--- config.mk ---
export PLATFORM = sky130hd
export DESIGN_NAME = dual_cpu_irq_and_handshake_ports
export DESIGN_NICKNAME = d
export VERILOG_FILES = /design/src/rtl/dcih_pkg.sv /design/src/rtl/dual_cpu_irq_and_handshake_ports.sv /design/src/rtl/dcih_in_stage.sv /design/src/rtl/dcih_core.sv /design/src/rtl/dcih_out_stage.sv
export SDC_FILE = /design/constraint.sdc
export NUM_CORES = 1
export LEC_CHECK = 0
export BUFFER_PORTS_ARGS = -buffer_cell sky130_fd_sc_hd__buf_2
export CAP_MARGIN = 20
export CORE_AREA = 4 4 81 61
export CTS_BUF_LIST = sky130_fd_sc_hd__clkbuf_16
export DETAILED_ROUTE_END_ITERATION = 8
export DIE_AREA = 0 0 85 65
export GPL_TIMING_DRIVEN = 0
export PLACE_DENSITY_LB_ADDON = 0.2
export REMOVE_ABC_BUFFERS = 1
export SLEW_MARGIN = 5
export SYNTH_ARGS = -nofsm -noshare
export SYNTH_HDL_FRONTEND = slang
export SYNTH_SLANG_ARGS = --single-unit
--- constraint.sdc ---
create_clock -name clk -period 2.06 [get_ports clk]
set_clock_uncertainty 0.05 [all_clocks]
set_input_delay 0 -clock clk [delete_from_list [all_inputs] [get_ports clk]]
set_output_delay 0 -clock clk [all_outputs]
set_load 0.05 [all_outputs]
--- src/rtl/dcih_pkg.sv ---
package dcih_pkg;

    // Widths of the transaction fields.
    localparam int unsigned CMD_W  = 3;
    localparam int unsigned ADDR_W = 10;
    localparam int unsigned BYTE_W = 8;

    // Kinds of input transaction.
    typedef enum logic [CMD_W-1:0] {
        CMD_MAIN_RD  = 3'd0,
        CMD_MAIN_WR  = 3'd1,
        CMD_SUB_RD   = 3'd2,
        CMD_SUB_WR   = 3'd3,
        CMD_TICK     = 3'd4,
        CMD_MAIN_ACK = 3'd5,
        CMD_SUB_ACK  = 3'd6
    } cmd_t;

    // Acknowledged line codes.
    localparam logic ACK_IRQ  = 1'b0;
    localparam logic ACK_FIRQ = 1'b1;

    // Main CPU port offsets.
    localparam logic [ADDR_W-1:0] MAIN_MASK   = 10'h002;
    localparam logic [ADDR_W-1:0] MAIN_CAUSE  = 10'h003;
    localparam logic [ADDR_W-1:0] MAIN_ATTN   = 10'h004;
    localparam logic [ADDR_W-1:0] MAIN_SUBCTL = 10'h005;
    localparam logic [ADDR_W-1:0] MAIN_ROM    = 10'h00f;

    // Sub CPU port offsets.
    localparam logic [ADDR_W-1:0] SUB_IRQ_CLR = 10'h002;
    localparam logic [ADDR_W-1:0] SUB_ATTN    = 10'h004;
    localparam logic [ADDR_W-1:0] SUB_BUSY    = 10'h00a;

    // Bit constants.
    localparam logic [BYTE_W-1:0] TIMER_BIT  = 8'h04;
    localparam logic [BYTE_W-1:0] HALT_BIT   = 8'h80;
    localparam logic [BYTE_W-1:0] SUBIRQ_BIT = 8'h40;
    localparam logic [BYTE_W-1:0] ATTN_BIT   = 8'h01;
    localparam logic [BYTE_W-1:0] ALL_ONES   = 8'hff;

    // One input transaction.
    typedef struct packed {
        cmd_t              command;
        logic [ADDR_W-1:0] address;
        logic [BYTE_W-1:0] data;
        logic              ack_line;
    } item_t;

    // One result transaction.
    typedef struct packed {
        logic [BYTE_W-1:0] read_data;
        logic              main_irq;
        logic              main_firq;
        logic              sub_halt;
        logic              sub_irq;
        logic              rom_select;
    } result_t;

endpackage

--- src/rtl/dual_cpu_irq_and_handshake_ports.sv ---
// Channel   Direction  Contents
// s_axis    in         tuser: command; tdata: address, data, ack_line
// m_axis    out        tdata: read_data, main_irq, main_firq, sub_halt, sub_irq, rom_select
//
// Each transaction is held in an input register, decoded combinationally against
// the flag state and stored in a result register; one transaction is accepted
// per cycle while the output side keeps taking results.
// Reset sets the mask to all ones and busy and ROM-enable to one; lines clear.
// A stall at m_axis holds the result; the input register absorbs one more.
module dual_cpu_irq_and_handshake_ports (
    input  logic        clk,
    input  logic        rst_n,
    input  logic        s_axis_tvalid,
    output logic        s_axis_tready,
    input  logic [23:0] s_axis_tdata,  // [9:0] address, [17:10] data, [18] ack_line
    input  logic [2:0]  s_axis_tuser,  // [2:0] command
    output logic        m_axis_tvalid,
    input  logic        m_axis_tready,
    output logic [15:0] m_axis_tdata   // [7:0] read_data, [8] main_irq, [9] main_firq,
                                       // [10] sub_halt, [11] sub_irq, [12] rom_select
);

    dcih_pkg::item_t   in_item;
    dcih_pkg::item_t   item;
    dcih_pkg::result_t result;
    dcih_pkg::result_t out_result;
    logic              step;
    logic              out_free;

    // Unpack the incoming transaction.
    always_comb
    begin
        in_item.command  = dcih_pkg::cmd_t'(s_axis_tuser);
        in_item.address  = s_axis_tdata[9:0];
        in_item.data     = s_axis_tdata[17:10];
        in_item.ack_line = s_axis_tdata[18];
    end

    dcih_in_stage u_in_stage (
        .clk      (clk),
        .rst_n    (rst_n),
        .in_valid (s_axis_tvalid),
        .in_ready (s_axis_tready),
        .in_item  (in_item),
        .out_free (out_free),
        .step     (step),
        .item     (item)
    );

    dcih_core u_core (
        .clk    (clk),
        .rst_n  (rst_n),
        .step   (step),
        .item   (item),
        .result (result)
    );

    dcih_out_stage u_out_stage (
        .clk        (clk),
        .rst_n      (rst_n),
        .step       (step),
        .result     (result),
        .out_free   (out_free),
        .out_valid  (m_axis_tvalid),
        .out_ready  (m_axis_tready),
        .out_result (out_result)
    );

    // Pack the result transaction.
    assign m_axis_tdata = {3'b000, out_result.rom_select, out_result.sub_irq,
                           out_result.sub_halt, out_result.main_firq,
                           out_result.main_irq, out_result.read_data};

endmodule

--- src/rtl/dcih_in_stage.sv ---
module dcih_in_stage (
    input  logic            clk,
    input  logic            rst_n,
    input  logic            in_valid,
    output logic            in_ready,
    input  dcih_pkg::item_t in_item,
    input  logic            out_free,
    output logic            step,
    output dcih_pkg::item_t item
);

    logic            valid_reg;
    dcih_pkg::item_t item_reg;

    // The held item moves on whenever the result register can take it.
    assign step     = valid_reg && out_free;
    assign in_ready = !valid_reg || out_free;
    assign item     = item_reg;

    // Control state.
    always_ff @(posedge clk or negedge rst_n)
    begin
        if (!rst_n)
        begin
            valid_reg <= 1'b0;
        end
        else if (in_ready)
        begin
            valid_reg <= in_valid;
        end
    end

    // Payload capture.
    always_ff @(posedge clk)
    begin
        if (in_ready && in_valid)
        begin
            item_reg <= in_item;
        end
    end

endmodule

--- src/rtl/dcih_core.sv ---
module dcih_core (
    input  logic              clk,
    input  logic              rst_n,
    input  logic              step,
    input  dcih_pkg::item_t   item,
    output dcih_pkg::result_t result
);

    logic [dcih_pkg::BYTE_W-1:0] mask_reg, mask_next;
    logic [dcih_pkg::BYTE_W-1:0] pend_reg, pend_next;
    logic attn_reg, attn_next;
    logic busy_reg, busy_next;
    logic rom_reg, rom_next;
    logic main_irq_reg, main_irq_next;
    logic main_firq_reg, main_firq_next;
    logic sub_halt_reg, sub_halt_next;
    logic sub_irq_reg, sub_irq_next;
    logic [dcih_pkg::BYTE_W-1:0] rd;

    // Next state and read byte for the current transaction.
    always_comb
    begin
        mask_next      = mask_reg;
        pend_next      = pend_reg;
        attn_next      = attn_reg;
        busy_next      = busy_reg;
        rom_next       = rom_reg;
        main_irq_next  = main_irq_reg;
        main_firq_next = main_firq_reg;
        sub_halt_next  = sub_halt_reg;
        sub_irq_next   = sub_irq_reg;
        rd             = '0;
        unique case (item.command)
            dcih_pkg::CMD_MAIN_RD:
            begin
                if (item.address == dcih_pkg::MAIN_CAUSE)
                begin
                    rd        = pend_reg;
                    pend_next = '0;
                end
                else if (item.address == dcih_pkg::MAIN_ATTN)
                begin
                    rd        = attn_reg ? (dcih_pkg::ALL_ONES & ~dcih_pkg::ATTN_BIT)
                                         : dcih_pkg::ALL_ONES;
                    attn_next = 1'b0;
                end
                else if (item.address == dcih_pkg::MAIN_SUBCTL)
                begin
                    rd = busy_reg ? dcih_pkg::HALT_BIT : '0;
                end
                else if (item.address == dcih_pkg::MAIN_ROM)
                begin
                    rom_next = 1'b1;
                end
            end
            dcih_pkg::CMD_MAIN_WR:
            begin
                if (item.address == dcih_pkg::MAIN_MASK)
                begin
                    mask_next = item.data;
                end
                else if (item.address == dcih_pkg::MAIN_SUBCTL)
                begin
                    sub_halt_next = |(item.data & dcih_pkg::HALT_BIT);
                    if (|(item.data & dcih_pkg::SUBIRQ_BIT))
                    begin
                        sub_irq_next = 1'b1;
                    end
                end
                else if (item.address == dcih_pkg::MAIN_ROM)
                begin
                    rom_next = 1'b0;
                end
            end
            dcih_pkg::CMD_SUB_RD:
            begin
                if (item.address == dcih_pkg::SUB_IRQ_CLR)
                begin
                    sub_irq_next = 1'b0;
                end
                else if (item.address == dcih_pkg::SUB_ATTN)
                begin
                    attn_next      = 1'b1;
                    main_firq_next = 1'b1;
                    rd             = dcih_pkg::ALL_ONES;
                end
                else if (item.address == dcih_pkg::SUB_BUSY)
                begin
                    busy_next = 1'b0;
                end
            end
            dcih_pkg::CMD_SUB_WR:
            begin
                if (item.address == dcih_pkg::SUB_BUSY)
                begin
                    busy_next = 1'b1;
                end
            end
            dcih_pkg::CMD_TICK:
            begin
                if (!(|(mask_reg & dcih_pkg::TIMER_BIT)))
                begin
                    pend_next     = pend_reg | dcih_pkg::TIMER_BIT;
                    main_irq_next = 1'b1;
                end
            end
            dcih_pkg::CMD_MAIN_ACK:
            begin
                if (item.ack_line == dcih_pkg::ACK_IRQ)
                begin
                    main_irq_next = 1'b0;
                end
                else
                begin
                    main_firq_next = 1'b0;
                end
            end
            dcih_pkg::CMD_SUB_ACK:
            begin
                if (item.ack_line == dcih_pkg::ACK_IRQ)
                begin
                    sub_irq_next = 1'b0;
                end
            end
            default:
            begin
                rd = '0;
            end
        endcase
    end

    // Result shows the line levels after the transaction.
    always_comb
    begin
        result.read_data  = rd;
        result.main_irq   = main_irq_next;
        result.main_firq  = main_firq_next;
        result.sub_halt   = sub_halt_next;
        result.sub_irq    = sub_irq_next;
        result.rom_select = rom_next;
    end

    // Flag and line state, committed when the transaction moves on.
    always_ff @(posedge clk or negedge rst_n)
    begin
        if (!rst_n)
        begin
            mask_reg      <= dcih_pkg::ALL_ONES;
            pend_reg      <= '0;
            attn_reg      <= 1'b0;
            busy_reg      <= 1'b1;
            rom_reg       <= 1'b1;
            main_irq_reg  <= 1'b0;
            main_firq_reg <= 1'b0;
            sub_halt_reg  <= 1'b0;
            sub_irq_reg   <= 1'b0;
        end
        else if (step)
        begin
            mask_reg      <= mask_next;
            pend_reg      <= pend_next;
            attn_reg      <= attn_next;
            busy_reg      <= busy_next;
            rom_reg       <= rom_next;
            main_irq_reg  <= main_irq_next;
            main_firq_reg <= main_firq_next;
            sub_halt_reg  <= sub_halt_next;
            sub_irq_reg   <= sub_irq_next;
        end
    end

endmodule

--- src/rtl/dcih_out_stage.sv ---
module dcih_out_stage (
    input  logic              clk,
    input  logic              rst_n,
    input  logic              step,
    input  dcih_pkg::result_t result,
    output logic              out_free,
    output logic              out_valid,
    input  logic              out_ready,
    output dcih_pkg::result_t out_result
);

    logic              valid_reg;
    dcih_pkg::result_t result_reg;

    // Room for a new result when empty or when the held one leaves now.
    assign out_free   = !valid_reg || out_ready;
    assign out_valid  = valid_reg;
    assign out_result = result_reg;

    // Control state.
    always_ff @(posedge clk or negedge rst_n)
    begin
        if (!rst_n)
        begin
            valid_reg <= 1'b0;
        end
        else if (out_free)
        begin
            valid_reg <= step;
        end
    end

    // Payload capture.
    always_ff @(posedge clk)
    begin
        if (step)
        begin
            result_reg <= result;
        end
    end

endmodule
### After elaboration in Yosys (flattened, before gate mapping)

Cells that the tools add are included.

| storage, ports and cells | value |
|---|---|
| register bits | 55 |
| input bits | 31 |
| output and inout bits | 18 |
| logic and storage cells | 104 |

| cells by class | value |
|---|---|
| equal/unequal tests | 21 |
| muxes and demuxes | 45 |
| bitwise gates (word level) | 1 |
| reductions and logical operators | 15 |

Operators with widths:

| cell | count |
|---|---|
| two-way mux 8 bit | 7 |
| one-hot mux 8 bit (2 select lines) | 2 |
| two-way mux 1 bit | 29 |
| == test 10 x 2 -> 1 bit (second input constant) | 2 |
| == test 10 x 3 -> 1 bit (second input constant) | 2 |
| == test 10 x 4 -> 1 bit (second input constant) | 2 |
| AND reduction 6 bit | 2 |
| inequality test 2 x 1 -> 1 bit (second input constant) | 5 |
| one-hot mux 1 bit (2 select lines) | 5 |
| == test 3 bit (second input constant) | 3 |
| inequality test 2 bit (second input constant) | 4 |
| AND reduction 4 bit | 2 |
| == test 3 x 2 -> 1 bit (second input constant) | 2 |
| nonzero test 2 bit | 3 |
| == test 3 x 1 -> 1 bit (second input constant) | 1 |
| zero test 3 bit | 1 |
| two-way mux 3 bit | 1 |
| one-hot mux 1 bit (3 select lines) | 1 |
| AND reduction 3 bit | 1 |
| logical AND 1 bit | 2 |
| zero test 1 bit | 2 |
| logical OR 1 bit | 2 |
| inverter 1 bit | 1 |

### Depth between registers and ports, before layout

Gate-level depths: netlist (run 1).

| depth | value |
|---|---|
| word-level depth | 6 |
| gate-level depth with buffers | 5 |
| depth with buffers taken out | 5 |

### By module

A second synthesis (run 1) with hierarchy kept.

| second synthesis, totals | value |
|---|---|
| cells, all modules | 130 |
| area total of the unflattened synthesis | 1926.8 um2 |

By module, submodules not included:

| module | times used | cells each | area an instance (um2) | sequential area each (um2) |
|---|---|---|---|---|
| dcih_core | 1 | 83 | 742.0 | 229.0 |
| dcih_in_stage | 1 | 27 | 720.7 | 685.7 |
| dcih_out_stage | 1 | 16 | 437.9 | 415.4 |
| dual_cpu_irq_and_handshake_ports | 1 | 4 | 26.3 | 0.0 |

### Worst setup path before layout (run 1)

Ideal clock, no wire load.

| timing | value |
|---|---|
| path kind | register to register |
| from | register u_out_stage.valid_reg (netlist: u_out_stage.out_valid) |
| to | register u_in_stage.item_reg (netlist bit u_in_stage.item[0]) (enable) |
| setup time | 0.324 ns |
| arrival time | 1.707 ns |
| required time | 1.686 ns |
| setup slack | -0.022 ns |
| stages on the path, launching flop included | 3 |
| path buffers | 0 |
| period minus slack after synthesis | 2.082 ns |
| cell sequence | dfrtp_1 > nand3b_1 > and2_1 |

| on the way | value |
|---|---|
| longest elaborated chain between the ends | 4 |

Ends and longest elaborated chain:

| item | RTL line | text |
|---|---|---|
| from (decl) | dcih_out_stage.sv:12 | `logic valid_reg;` |
| from (signal assigned) | dcih_out_stage.sv:29 | `valid_reg <= step;` |
| zero test 1 bit | dcih_out_stage.sv:16 | `assign out_free = !valid_reg \|\| out_ready;` |
| logical OR 1 bit | dcih_out_stage.sv:16 |  |
| logical OR 1 bit | dcih_in_stage.sv:17 | `assign in_ready = !valid_reg \|\| out_free;` |
| named net s_axis_tready | dual_cpu_irq_and_handshake_ports.sv:14 | `output logic s_axis_tready,` |
| logical AND 1 bit | dcih_in_stage.sv:36 | `if (in_ready && in_valid)` |
| to (signal assigned) | dcih_in_stage.sv:38 | `item_reg <= in_item;` |
| to (decl) | dcih_in_stage.sv:13 | `dcih_pkg::item_t item_reg;` |

The timed path passes the listed nets, and every way through them passes these cells.
A chain may end at the register's enable or synchronous reset.

==> run summary, run 1 <==
Root Driver = clkbuf_16
Endpoint of the worst register-to-register path = u_out_stage.out_result[12]
WHS Endpoint = u_out_stage.out_valid
Post-Synth Adder-Cell Area = 0
Vias/cell = 4.83
Post-synthesis sequential area ratio = 0.673
Slew Limit Headroom = 0.466
Share of cells above drive strength 1 = 0.291
Startpoint types = flip-flop
GRT Total Usage = 0.132
Most frequent cells in the layout = 35 x buf_2, 26 x edfxtp_1, 20 x dlygate4sd3_1, 8 x dfrtp_1
CTS Buffer Depth = 2
R2r setup slk = 0.12 ns
Synth cell types = 35
Routed WL per cell = 13.6 microns
Hold Path Depth = 3
Initial DRC count = 136
Slowest-stage cell, CP = a2111oi_1
Initial Utilization = 0.377
Die X = 85 microns
GR Layer Usage met3 = 0.0445
Met2 Use GR = 0.208
DP Area = 0.00177 sq mm
Die Height = 65 microns
Main combinational cell family by area after synthesis = simple AND/OR/NAND/NOR gates
Layer with the highest usage = met2
Cells on worst reg2reg path = 3
Number of global-route vias before repair = 1139
Peak supply drop = 0.584 mV
DR DRC count = 0
Syn-to-layout area delta = 33.8%
CTS HTree Levels = 2
Power Density = 855 mW/mm^2
CTS buffer count = 5
Clock power share = 0.394
ANT nets after route = 0
Max-cap violations = 0
Final instance area = 0.00211 sq mm
Post-CTS setup buffers = 0
Count of flip-flops with a built-in enable after synthesis = 26
RePlAce Congestion = 0.813
Pleak = 0.843 nW
CP max FO = 4
IO Port Bufs = 35
Async set-or-reset flop fraction in the synthesized netlist = 0.297
Fin. max-slew vios = 0
Routed vias = 1112
Most common cell after layout, fill and taps aside = buf_2
Synth Cell Area = 0.00158 sq mm
Largest net degree at the start of global routing = 18
CP Cell Sequence = nor3b_1 -> nand3_1 -> a2111oi_1
Overflow after GRT = 0
Max Clk Rate = 0.517 GHz
Critical Path RT = 2.02 ns
Antenna violations before repair = 0
Clock sink count = 37
Sw Ratio = 0.246
Worst r2r src = u_in_stage.item[12]
Compound-gate portion of the synthesized area = 0.0659
Yosys reg bits = 37
Post-synthesis mux area share = 0.0349
Endpoints failing hold = 0
Syn Inst Count = 118
XOR/XNOR Fraction of Synth Area = 0
Actual slew at the worst max-slew pin = 0.801 ns
CTS tree = done
Post-DP HPWL = 2160 microns
P_int = 1.36 mW
Routed wire length = 3120 microns
Tcrit/Tclk final = 0.940
Router iterations before antenna repair = 4
Clk Latency, worst-skew pair = 0.28 ns
GR Util met1 = 0.164
Synth Area in Simple Gates = 0.173
Final hold slack = 0.000911 ns
Max reg flops = 17
Top FF cell, synth = edfxtp_1
Core Box Area = 0.00418 sq mm
Final Setup Violations = 0
Ant. Diodes = 0
RSZ-0062 raised after global routing = false
Hold wc startpoint = m_axis_tready
Switch Pwr = 444 uW
Worst hold-check path type = input port to flip-flop
Worst-path clk slew = 0.05 ns
CP Capture Type = flip-flop
Slowest cell delay on critical path = 0.56 ns
Warnings from Yosys = 0
I/O pins = 49
DIE AREA = 0.00553 sq mm
Cell row count = 20
Crit Path Category = flip-flop to flip-flop
Final min period = 1.94 ns
Final #Nets = 205
Comb power frac = 0.116
Mean Syn Cell Area = 13.3 sq um
Sequential power share = 0.489
WP data arrival = 1.89 ns
Run status = completed
First-pass GRT wire length = 5510 microns
[synthesized netlist by cell type (3+ instances only)]
library cell / instances / share of area
nand4_1: 4 / 0.016
a31oi_1: 3 / 0.012
inv_1: 5 / 0.012
nor4_1: 3 / 0.012
nand3_1: 5 / 0.016
o21ai_0: 7 / 0.022
dfrtp_1: 8 / 0.13
buf_4: 7 / 0.033
nor2_1: 4 / 0.0095
edfxtp_1: 26 / 0.50
dfstp_2: 3 / 0.050
nand3b_1: 3 / 0.014
or3_1: 3 / 0.012
nand2_1: 7 / 0.017
nand2b_1: 4 / 0.016
[worst max path at each step]
stage / startpoint / to / slack [ns] / cells after the start
after floorplan: u_out_stage.out_valid / u_in_stage.item[0] / -0.02 / 2
after global placement: u_in_stage.item[12] / u_out_stage.out_result[12] / 0.20 / 3
after detailed placement: u_in_stage.item[12] / u_out_stage.out_result[12] / 0.15 / 3
after CTS: u_in_stage.item[12] / u_out_stage.out_result[12] / 0.10 / 3
after global routing: u_in_stage.item[12] / u_out_stage.out_result[12] / 0.01 / 3
final: u_in_stage.item[12] / u_out_stage.out_result[12] / 0.12 / 3
[power by group through the flow]
stage	Sequential [mW]	Combinational, mW	Clock [mW]
2_1_floorplan	0.946	0.0692	0
3_3_place_gp	0.895	0.178	0
3_5_place_dp	0.896	0.181	0
4_1_cts	0.882	0.211	0.727
5_1_grt	0.888	0.227	0.763
6_report	0.882	0.209	0.711
[per-layer routing]
| layer | wire length [microns] | vias to the layer above |
|---|---|---|
| li1 | - | 547 |
| met1 | 1390 | 515 |
| met2 | 1470 | 44 |
| met3 | 231 | 6 |
| met4 | 31 | 0 |
| met5 | 0 | - |
[cell families (layout without fill, tap and decap cells)]
| family | after synthesis | count (layout) |
|---|---|---|
| and+or+nand+nor | 44 | 44 |
| AOI/OAI and AO/OA | 17 | 17 |
| buffers and inverters | 14 | 69 |
| DFF | 37 | 37 |
| other | 1 | 3 |
| muxes | 5 | 5 |
[repair_timing]
action	4_1_cts	5_1_grt
resized for setup	0	1
endpoints found under the hold margin	29	0
setup endpoints to repair	0	1
hold buffers	20	0
[area by class of cell]
class / count / area [sq um]
clock inverters: 3 / 12.5
repair buffers: 55 / 375
fillers: 386 / 2070
well taps: 55 / 68.8
flip-flops and latches: 37 / 1060
clock buffers: 5 / 125
multi-input cells: 69 / 444
inverters: 6 / 22.5
[metrics by stage]
| step | instances | power [mW] | worst slack (ns) | TNS (ns) | utilization |
|---|---|---|---|---|---|
| 5_1_grt | 230 | 1.88 | 0.0110 | 0 | 0.504 |
| 6_report | 230 | 1.80 | 0.124 | 0 | 0.504 |
| 3_3_place_gp | 202 | 1.07 | 0.198 | 0 | 0.423 |
| 3_5_place_dp | 202 | 1.08 | 0.147 | 0 | 0.423 |
| 2_1_floorplan | 112 | 1.02 | -0.0216 | -0.367 | - |
| 4_1_cts | 230 | 1.82 | 0.104 | 0 | 0.504 |
[worst max-delay path, delay by kind of cell, from the launching register on]
kind	cells	cell delay [ns]
AOI/OAI and AO/OA	1	0.56
DFF	1	0.43
and+or+nand+nor	2	0.62
Note: power is estimated with default switching activity, not from simulation.
==> inputs of run 2 (changes only) <==
- HOLD_SLACK_MARGIN: unset -> 0.1
==> run 2 against run 1 <==
Against the previous run: final area rose by 0.47%; utilization increased by 0.24 points; register-to-register slack got worse by 0.03 ns; sequential cell count unchanged; via count increased by 1.3%; global-route usage barely moved; cell count grew 0.43%; critical endpoint unchanged; largest power group unchanged; highest routed layer unchanged.
==> run summary, run 2 (synthesis results as in run 1) <==
Cells on worst reg2reg path = 3 (unchanged)
Routed vias = 1126 (was 1112)
Slew Limit Headroom = 0.460 (was 0.466)
Startpoint types = flip-flop (unchanged)
Root Driver = clkbuf_16 (unchanged)
Post-CTS setup buffers = 0 (unchanged)
Worst r2r src = u_in_stage.item[12] (unchanged)
Die Height = 65 microns (unchanged)
Final Power = 1.80 mW (about the same)
DR DRC count = 0 (unchanged)
Initial DRC count = 141 (was 136)
Max-cap violations = 0 (unchanged)
Clock sink count = 37 (unchanged)
Tcrit/Tclk final = 0.954 (was 0.940)
Final #Nets = 206 (was 205)
Most frequent cells in the layout = 35 x buf_2, 26 x edfxtp_1, 21 x dlygate4sd3_1, 8 x dfrtp_1 (was 35 x buf_2, 26 x edfxtp_1, 20 x dlygate4sd3_1, 8 x dfrtp_1)
CTS buffer count = 5 (unchanged)
Core Box Area = 0.00418 sq mm (unchanged)
GRT Total Usage = 0.132 (about the same)
Syn-to-layout area delta = 34.5% (was 33.8%)
Max Clk Rate = 0.509 GHz (was 0.517 GHz)
Crit path to = u_out_stage.out_result[12] (unchanged)
Largest net degree at the start of global routing = 18 (unchanged)
Clk Latency, worst-skew pair = 0.28 ns (about the same)
Run status = completed (unchanged)
Fin util = 0.507 (was 0.504)
I/O pins = 49 (unchanged)
Final min period = 1.97 ns (was 1.94 ns)
RSZ-0062 raised after global routing = false (unchanged)
Router iterations before antenna repair = 4 (unchanged)
Setup TNS Final = 0 ns (unchanged)
GR Layer Usage met3 = 0.0445 (unchanged)
Die X = 85 microns (unchanged)
R2r setup slk = 0.09 ns (was 0.12 ns)
Fin. max-slew vios = 0 (unchanged)
CTS tree = done (unchanged)
CTS Buffer Depth = 2 (unchanged)
Layer with the highest usage = met2 (unchanged)
Worst hold-check path type = input port to asynchronous set/reset pin (was input port to flip-flop)
Endpoints failing hold = 0 (unchanged)
CP startpoint = u_in_stage.item[12] (unchanged)
Cell row count = 20 (unchanged)
Peak supply drop = 0.584 mV (about the same)
WP data arrival = 1.92 ns (was 1.89 ns)
Post-DP HPWL = 2160 microns (unchanged)
Endpoint of the worst register-to-register path = u_out_stage.out_result[12] (unchanged)
Ant. Diodes = 0 (unchanged)
Routed WL per cell = 13.5 microns (was 13.6 microns)
Seq. cell area = 0.00106 sq mm (unchanged)
First-pass GRT wire length = 5510 microns (about the same)
Crit Path Category = flip-flop to flip-flop (unchanged)
CP Capture Type = flip-flop (unchanged)
Critical Path RT = 2.01 ns (was 2.02 ns)
Power Density = 852 mW/mm^2 (was 855 mW/mm^2)
Max reg flops = 17 (unchanged)
Most common cell after layout, fill and taps aside = buf_2 (unchanged)
Routed wire length = 3130 microns (was 3120 microns)
Worst-path clk slew = 0.05 ns (about the same)
RePlAce Congestion = 0.813 (unchanged)
Final Setup Violations = 0 (unchanged)
Antenna violations before repair = 0 (unchanged)
ANT nets after route = 0 (unchanged)
Area of the multi-input gates = 444 sq um (unchanged)
DP Cell Count = 202 (unchanged)
CP max FO = 4 (unchanged)
Number of global-route vias before repair = 1136 (was 1139)
Fill cells = 385 (was 386)
DIE AREA = 0.00553 sq mm (unchanged)
Share of cells above drive strength 1 = 0.290 (was 0.291)
CTS HTree Levels = 2 (unchanged)
Non-Filler Instances = 231 (was 230)
IO Port Bufs = 35 (unchanged)
Met2 Use GR = 0.210 (was 0.208)
GR Util met1 = 0.163 (was 0.164)
Actual slew at the worst max-slew pin = 0.811 ns (was 0.801 ns)
Overflow after GRT = 0 (unchanged)
Pleak = 0.847 nW (was 0.843 nW)
Vias/cell = 4.87 (was 4.83)
Initial Utilization = 0.377 (unchanged)
-- run 2: changes by cell type in the layout (fill, tap and decap cells not counted), sizes merged --
cell         change
dlygate4sd3      +1
-- run 2: area by class of cell --
type / count / area share
repair buffers: 56 / 0.182
clock inverters: 3 / 0.00591
inverters: 6 / 0.0106
flip-flops and latches: 37 / 0.500
clock buffers: 5 / 0.0591
multi-input cells: 69 / 0.210
well taps: 55 / 0.0325
-- run 2: worst min path at each step --
| stage | slack [ns] | startpoint | end |
|---|---|---|---|
| floorplan | -0.35 | rst_n | u_core.attn_reg |
| global placement | -0.15 | rst_n | u_core.pend_reg[2] |
| detailed placement | -0.15 | rst_n | u_core.pend_reg[2] |
| CTS | 0.11 | rst_n | u_core.pend_reg[2] |
| global route | 0.13 | rst_n | u_core.pend_reg[2] |
| finish | 0.10 | rst_n | u_core.pend_reg[2] |
-- run 2: layer usage --
layer  wire [microns]  part of all wire
met5                0                 0
met2             1440              0.46
met3              291             0.093
met4               72             0.023
met1             1330              0.42
-- run 2: repair_timing --
action / in CTS / in global routing
setup endpoints to repair: 0 / 1
resized for setup: 0 / 1
hold buffers: 21 / 0
endpoints found under the hold margin: 30 / 0
-- run 2: power by group --
| group | internal, mW | leakage [nW] | switching (mW) | total [mW] |
|---|---|---|---|---|
| Clock | 0.437 | 0.0687 | 0.274 | 0.711 |
| Combinational | 0.0719 | 0.403 | 0.139 | 0.211 |
| Sequential | 0.851 | 0.376 | 0.0313 | 0.882 |
-- run 2: critical path, cell delays in order, from the launching register on --
cell and delay, ns:
edfxtp_1 0.43, nor3b_1 0.45, nand3_1 0.18, a2111oi_1 0.58
-- run 2: stage by stage --
stage / cell area, sq um / hold WS [ns] / worst slack [ns]
after floorplan: 1530 / -0.346 / -0.0216
after global placement: 1770 / -0.147 / 0.198
after detailed placement: 1770 / -0.149 / 0.147
after CTS: 2120 / 0.109 / 0.104
after global routing: 2120 / 0.128 / 0.0110
final: 2120 / 0.104 / 0.0950
==> inputs of run 3 (changes only) <==
- RECOVER_POWER: unset -> 50
==> run 3 against run 2 <==
Against the previous run: register-to-register slack gained 0.04 ns; highest routed layer unchanged; utilization fell by 0.48 points; sequential cell count did not move; non-clock buffer count unchanged.
==> run summary, run 3 (synthesis results as in run 1) <==
Routed WL per cell = 13.6 microns (was 13.5 microns)
DR DRC count = 0 (unchanged)
Max Clk Rate = 0.520 GHz (was 0.509 GHz)
ANT nets after route = 0 (unchanged)
Vias/cell = 4.83 (was 4.87)
I/O pins = 49 (unchanged)
CTS Buffer Depth = 2 (unchanged)
DP Area = 0.00177 sq mm (unchanged)
Initial Utilization = 0.377 (unchanged)
Crit path max-delay family = simple AND/OR/NAND/NOR gates (unchanged)
Final min period = 1.92 ns (was 1.97 ns)
Final instance area = 0.00210 sq mm (was 0.00212 sq mm)
Post-CTS setup buffers = 0 (unchanged)
Max reg flops = 17 (unchanged)
First-pass GRT wire length = 5510 microns (unchanged)
Share of cells above drive strength 1 = 0.199 (was 0.290)
Fin. max-slew vios = 0 (unchanged)
Tcrit/Tclk final = 0.933 (was 0.954)
Initial DRC count = 122 (was 141)
Worst-path clk slew = 0.05 ns (about the same)
Crit Path Category = flip-flop to flip-flop (unchanged)
DIE AREA = 0.00553 sq mm (unchanged)
Routed wire length = 3150 microns (was 3130 microns)
CP bufs+invs = 0 (unchanged)
Worst hold-check path type = input port to asynchronous set/reset pin (unchanged)
CP Capture Type = flip-flop (unchanged)
Core Box Area = 0.00418 sq mm (unchanged)
CP Cell Sequence = nor3b_1 -> nand3_1 -> a2111oi_1 (unchanged)
GRT Total Usage = 0.132 (unchanged)
Final Setup Violations = 0 (unchanged)
Root Driver = clkbuf_16 (unchanged)
CTS tree = done (unchanged)
Cell row count = 20 (unchanged)
Syn-to-layout area delta = 33.2% (was 34.5%)
Antenna violations before repair = 0 (unchanged)
Slowest cell delay on critical path = 0.55 ns (was 0.58 ns)
CP max FO = 4 (unchanged)
Router iterations before antenna repair = 4 (unchanged)
Ant. Diodes = 0 (unchanged)
Overflow after GRT = 0 (unchanged)
Run status = completed (unchanged)
Die Height = 65 microns (unchanged)
Endpoints failing hold = 0 (unchanged)
Slowest-stage cell, CP = a2111oi_1 (unchanged)
Pleak = 0.802 nW (was 0.847 nW)
Power Density = 858 mW/mm^2 (was 852 mW/mm^2)
Peak supply drop = 0.584 mV (about the same)
CTS HTree Levels = 2 (unchanged)
IO Port Bufs = 35 (unchanged)
Die X = 85 microns (unchanged)
Clock sink count = 37 (unchanged)
Routed vias = 1115 (was 1126)
Largest net degree at the start of global routing = 18 (unchanged)
Startpoint types = flip-flop (unchanged)
Slew Limit Headroom = 0.458 (was 0.460)
Final #Nets = 206 (unchanged)
Setup TNS Final = 0 ns (unchanged)
Actual slew at the worst max-slew pin = 0.812 ns (was 0.811 ns)
Most frequent cells in the layout = 26 x edfxtp_1, 21 x dlygate4sd3_1, 19 x buf_2, 16 x clkbuf_1, 8 x dfrtp_1 (was 35 x buf_2, 26 x edfxtp_1, 21 x dlygate4sd3_1, 8 x dfrtp_1)
Critical Path RT = 2.02 ns (was 2.01 ns)
Clk Latency, worst-skew pair = 0.28 ns (about the same)
WP data arrival = 1.88 ns (was 1.92 ns)
Post-DP HPWL = 2160 microns (unchanged)
RePlAce Congestion = 0.813 (unchanged)
Number of global-route vias before repair = 1136 (unchanged)
Fill cells = 389 (was 385)
Most common cell after layout, fill and taps aside = edfxtp_1 (was buf_2)
CTS buffer count = 5 (unchanged)
Max-cap violations = 0 (unchanged)
RSZ-0062 raised after global routing = false (unchanged)
==> run 3: changes by cell type in the layout (fill, tap and decap cells not counted) <==
cell and change:
buf_2 -16, clkbuf_1 +16
==> run 3: final timing paths <==
check | from | end | slack [ns] | cells past startpoint
hold reg to reg | u_in_stage.item[3] | u_core.mask_reg[2] | 0.41 | 1
setup reg to reg | u_in_stage.item[12] | u_out_stage.out_result[12] | 0.14 | 3
min in group clk | s_axis_tdata[16] | u_in_stage.item[7] | 0.37 | 2
setup / recovery | u_in_stage.item[12] | u_out_stage.out_result[12] | 0.14 | 3
max in group asynchronous | rst_n | u_out_stage.out_valid | 1.28 | 2
hold / removal | rst_n | u_core.pend_reg[2] | 0.24 | 2
==> run 3: metrics by stage <==
step           hold WS [ns]  instances  power (mW)   util  setup slack [ns]
6_report              0.242        231        1.80  0.502             0.138
5_1_grt               0.306        231        1.88  0.502            0.0110
4_1_cts               0.109        231        1.82  0.507             0.104
3_5_place_dp         -0.149        202        1.08  0.423             0.147
3_3_place_gp         -0.147        202        1.07  0.423             0.198
2_1_floorplan        -0.346        112        1.02      -           -0.0216
==> run 3: timing repair <==
item,4_1_cts,5_1_grt
gates resized for setup,0,1
endpoints found under the setup margin,0,1
endpoints found under the hold margin,30,0
hold buffers,21,0
==> run 3: layer usage <==
layer | global-route usage | part of all wire | wire (microns) | vias up
met3 | 0.0445 | 0.076 | 239 | 8
met1 | 0.163 | 0.45 | 1400 | 515
li1 | - | - | - | 549
met2 | 0.210 | 0.47 | 1460 | 43
met5 | 0 | 0 | 0 | -
met4 | 0.0593 | 0.013 | 40 | 0
==> run 3: layout make-up <==
type	count	area, sq um	share of cell area
inverters	6	22.5	0.0107
multi-input cells	69	444	0.212
clock buffers	5	125	0.0596
well taps	55	68.8	0.0328
flip-flops and latches	37	1060	0.505
clock inverters	3	12.5	0.00596
repair buffers	56	365	0.174
==> run 3: report_power, final <==
part	total, mW	internal (mW)	leakage, nW	switching, mW
combinational	0.206	0.0665	0.358	0.139
clock	0.712	0.437	0.0687	0.275
sequential	0.883	0.851	0.376	0.0320
